===== src/design/rsgp_ram.sv =====
// ----------------------------------------------------------------------------
// rsgp_ram
// Generic simple dual-port RAM, one write and one registered read port.
// ----------------------------------------------------------------------------
module rsgp_ram #(
  parameter int WIDTH = 8,
  parameter int DEPTH = 16
) (
  input  logic                     clk,
  input  logic                     we,
  input  logic [$clog2(DEPTH)-1:0] waddr,
  input  logic [WIDTH-1:0]         wdata,
  input  logic [$clog2(DEPTH)-1:0] raddr,
  output logic [WIDTH-1:0]         rdata
);

  logic [WIDTH-1:0] mem [DEPTH];

  always_ff @(posedge clk) begin
    if (we) begin
      mem[waddr] <= wdata;
    end
    rdata <= mem[raddr];
  end

endmodule


===== config.mk =====
export PLATFORM = sky130hd
export DESIGN_NAME = rsgp_ram
export DESIGN_NICKNAME = d
export VERILOG_FILES = /design/src/design/rsgp_ram.sv
export SDC_FILE = /design/constraint.sdc
export NUM_CORES = 1
export LEC_CHECK = 0
export ABC_CLOCK_PERIOD_IN_PS = 2500
export BUFFER_PORTS_ARGS = -buffer_cell sky130_fd_sc_hd__buf_2
export CAP_MARGIN = 15
export CORE_MARGIN = 2
export CORE_UTILIZATION = 50
export DETAILED_ROUTE_END_ITERATION = 16
export PLACE_DENSITY_LB_ADDON = 0.15
export SYNTH_ARGS = -nofsm -noshare
export SYNTH_HDL_FRONTEND = slang
export SYNTH_SLANG_ARGS = --single-unit

===== constraint.sdc =====
create_clock -name clk -period 2.5 [get_ports clk]
set_input_delay 0.625 -clock clk [delete_from_list [all_inputs] [get_ports clk]]
set_output_delay 0.625 -clock clk [all_outputs]
set_load 0.03 [all_outputs]

* After elaboration in Yosys (flattened, before gate mapping)
Memory sizes are Yosys's and may differ from the RTL's. A register that Yosys moved wholly into a read port is not among the register bits. Cells that the tools add are included.
Word-level totals: output and inout port bits 8, input bits 18, memory bits (writable) 128, bits in registers 0, memories kept 1
Memories:
- mem | depth 16, bits a word 8, read ports 1, clocked after Yosys merged registers in 1, wr ports 1, RTL line 17 | logic [WIDTH-1:0] mem [DEPTH];
Operators by class: mux-type cells 2
Operators by type and width (number):
- $mux 1 | 2

* Depth between registers and ports, before layout
depth in word-level cells 2, depth in mapped cells 5, depth with buffers taken out 3

* Least setup slack after synthesis
No wires, ideal clock.
path type input port to flip-flop, from input port waddr[2], to memory mem[0][0] (enable), required time 2117 ps, data arrival time 1735 ps, buffers on the path 0, stages on the path 2, setup slack 382 ps, cells stage by stage or3b_2 > nor3_1
RTL lines:
- start: declaration | RTL line 11 | input logic [$clog2(DEPTH)-1:0] waddr,
- end: declaration | RTL line 17
No word-level cell before the write port.

* Worst setup path after layout
from register rdata[3] (read register of mem), to output port rdata[3]
RTL lines:
- start: declaration | RTL line 14 | output logic [WIDTH-1:0] rdata
No word-level cell between the ends.

==> flow_metrics.tcl <==
set metrics [dict create \
    cp-start-kind "flip-flop" \
    dr_total_vias 2428 \
    n_antenna_cell 0 \
    detailedRoute.firstPassIterationCount 4 \
    fmax_mhz 581 \
    period_share_pct 68.9 \
    crit_slowest_cell "dfxtp_1" \
    layout-drive-gt1-share_pct 31.2 \
    drt_iter0_markers 116 \
    power.total_uw 5140 \
    ys_seq_area_share_pct 77.8 \
    worstMarginPinSlew_ps 586 \
    grt_pass1_wl_um 14400 \
    powerDensity_nw_per_um2 844 \
    cts_max_level 4 \
    crit_type "flip-flop to primary output" \
    cts.clk_slew.worst_paths_ps 60 \
    mostFrequentLayoutCells "edfxtp_1 (128), buf_2 (25), mux4_2 (18), buf_4 (17)" \
    final_common_cell "edfxtp_1" \
    relSlewSlack_pct 60.8 \
    place_hpwl_um 6050 \
    globalplace.congestion 0.727 \
    min_path_type "primary input to flip-flop" \
    grt_start_max_net_pins 33 \
    synthesis.nets 247 \
    clock-sinks 136 \
    core_sq_um 10100 \
    drv_slew 0 \
    die-area_sq_um 11100 \
    syn-cell-area_sq_um 5150 \
    initial_core_util_pct 50.8 \
    ys_warn_count 0 \
    crit_buf_inv 1 \
    antenna_found_initial 0 \
    rows 37 \
    avgSynthCellArea_sq_um 22.5 \
    vdd_drop_max_uv 395 \
    setup_tns_ps 0 \
    wl_per_cell_um 21.7 \
    nFillCells 725 \
    cts-buffers-inserted 17 \
    finalNonFillerCells 431 \
    leakage_uw 0.00209 \
    seqCellArea_sq_um 4000 \
    crit_required_ps 1880 \
    period_minus_slack_ps 1720 \
    cts.path.max_buffers 2 \
    holdWs_ps 499 \
    first_global_vias 2385 \
    yosysTopAreaCell "edfxtp_1" \
    fin_util_pct 60.0 \
    synth.distinct_cells 19 \
    ys_ff_latch 136 \
    place_inst 399 \
    cts_tree "yes" \
    cp_data_arrival_time_ps 1100 \
    remaining_drc_errors 0 \
    route.antenna.remaining_nets 0 \
    post_cts.repair.setup_buffers 0 \
    setup-violations-final 0 \
    multi_input_area_sq_um 1060 \
    grt_setup_unrepaired "false" \
    fin_skew_ps 5.31 \
    critical-path-max-stage-delay_ps 370 \
    wl_um 9360 \
    synthTopCellsByArea "edfxtp_1 (75%), mux4_2 (7.9%), mux4_1 (7.1%)" \
    root_buffer "clkbuf_8" \
    final_hold_viol_count 0 \
    postSynthCellCount 229 \
    clock_latency_ps 510 \
    die_w_um 105 \
    crit_fanout 1 \
    pin_count 26 \
    critical-path-top-delay-family "flip-flops" \
    die_y_um 105 \
    gr-usage-all-layers_pct 18.6 \
    cp_cell_sequence "buf_2" \
    ctsHoldBuffers 0 \
    overflow 0 \
    numPortBuffers 25 \
    viasPerCell 5.63 \
    syn2layout_area_growth_pct 18.2 \
    synth_top_area_share_pct 74.7 \
    nets 300 \
    end_kind "primary output" \
    cap_violations 0 \
    status "finished, final reports clean" \
    cts-resized-gates 0 \
]
final cells by class:
cell class,count,share of cell area (%)
sequential,136,65.8
multi-input combinational,83,17.4
clock buffer,21,7.55
timing repair buffer,44,4.81
tap,136,2.80
clock inverter,11,1.69
synthesized netlist by cell type, drive strengths merged:
| cell | count |
|---|---|
| nand3b | 2 |
| and2 | 1 |
| clkdlybuf4s25 | 3 |
| buf | 7 |
| edfxtp | 128 |
| nand2b | 2 |
| nor2b | 1 |
| or3b | 1 |
| nand2 | 9 |
| mux4 | 32 |
| nor3 | 4 |
| a22oi | 16 |
| nand3 | 1 |
| and2b | 1 |
| nor2 | 13 |
| dfxtp | 8 |
final timing paths:
check        slack [ps]        end  startpoint  cells past startpoint
min reg2reg         680   rdata[3]   mem[7][3]                      3
max                 780   rdata[3]    rdata[3]                      1
max reg2reg        1140   rdata[2]   mem[8][2]                      3
min                 500  mem[6][6]    wdata[6]                      1
cells by family after synthesis:
logic type / after synthesis / share of synthesized area (%)
and+or+nand+nor: 35 / 3.18
muxes: 32 / 15.0
DFF: 136 / 77.8
AOI/OAI and AO/OA: 16 / 2.33
buffers and inverters: 10 / 1.68
through the flow:
stage | area [sq um] | setup WS [ps]
floorplan | 5150 | 382
global placement | 5520 | 403
detailed placement | 5520 | 371
CTS | 6090 | 737
global route | 6090 | 731
finish | 6090 | 778
per-layer routing:
metal	wire, um	track usage (%)
met1	4100	26.1
met2	4650	27.8
met3	511	5.19
met4	96	7.43
met5	0	0
state kept, by name, indices dropped and copies added (netlist names):
signal	count
mem	128
rdata	8
power by group:
group / leakage (uW) / internal [uW] / switching, uW / total (uW)
clock network: 0.000286 / 1480 / 838 / 2310
logic: 0.000581 / 103 / 156 / 259
registers: 0.00122 / 2550 / 15.9 / 2570
Power figures use the tool's default switching activity.
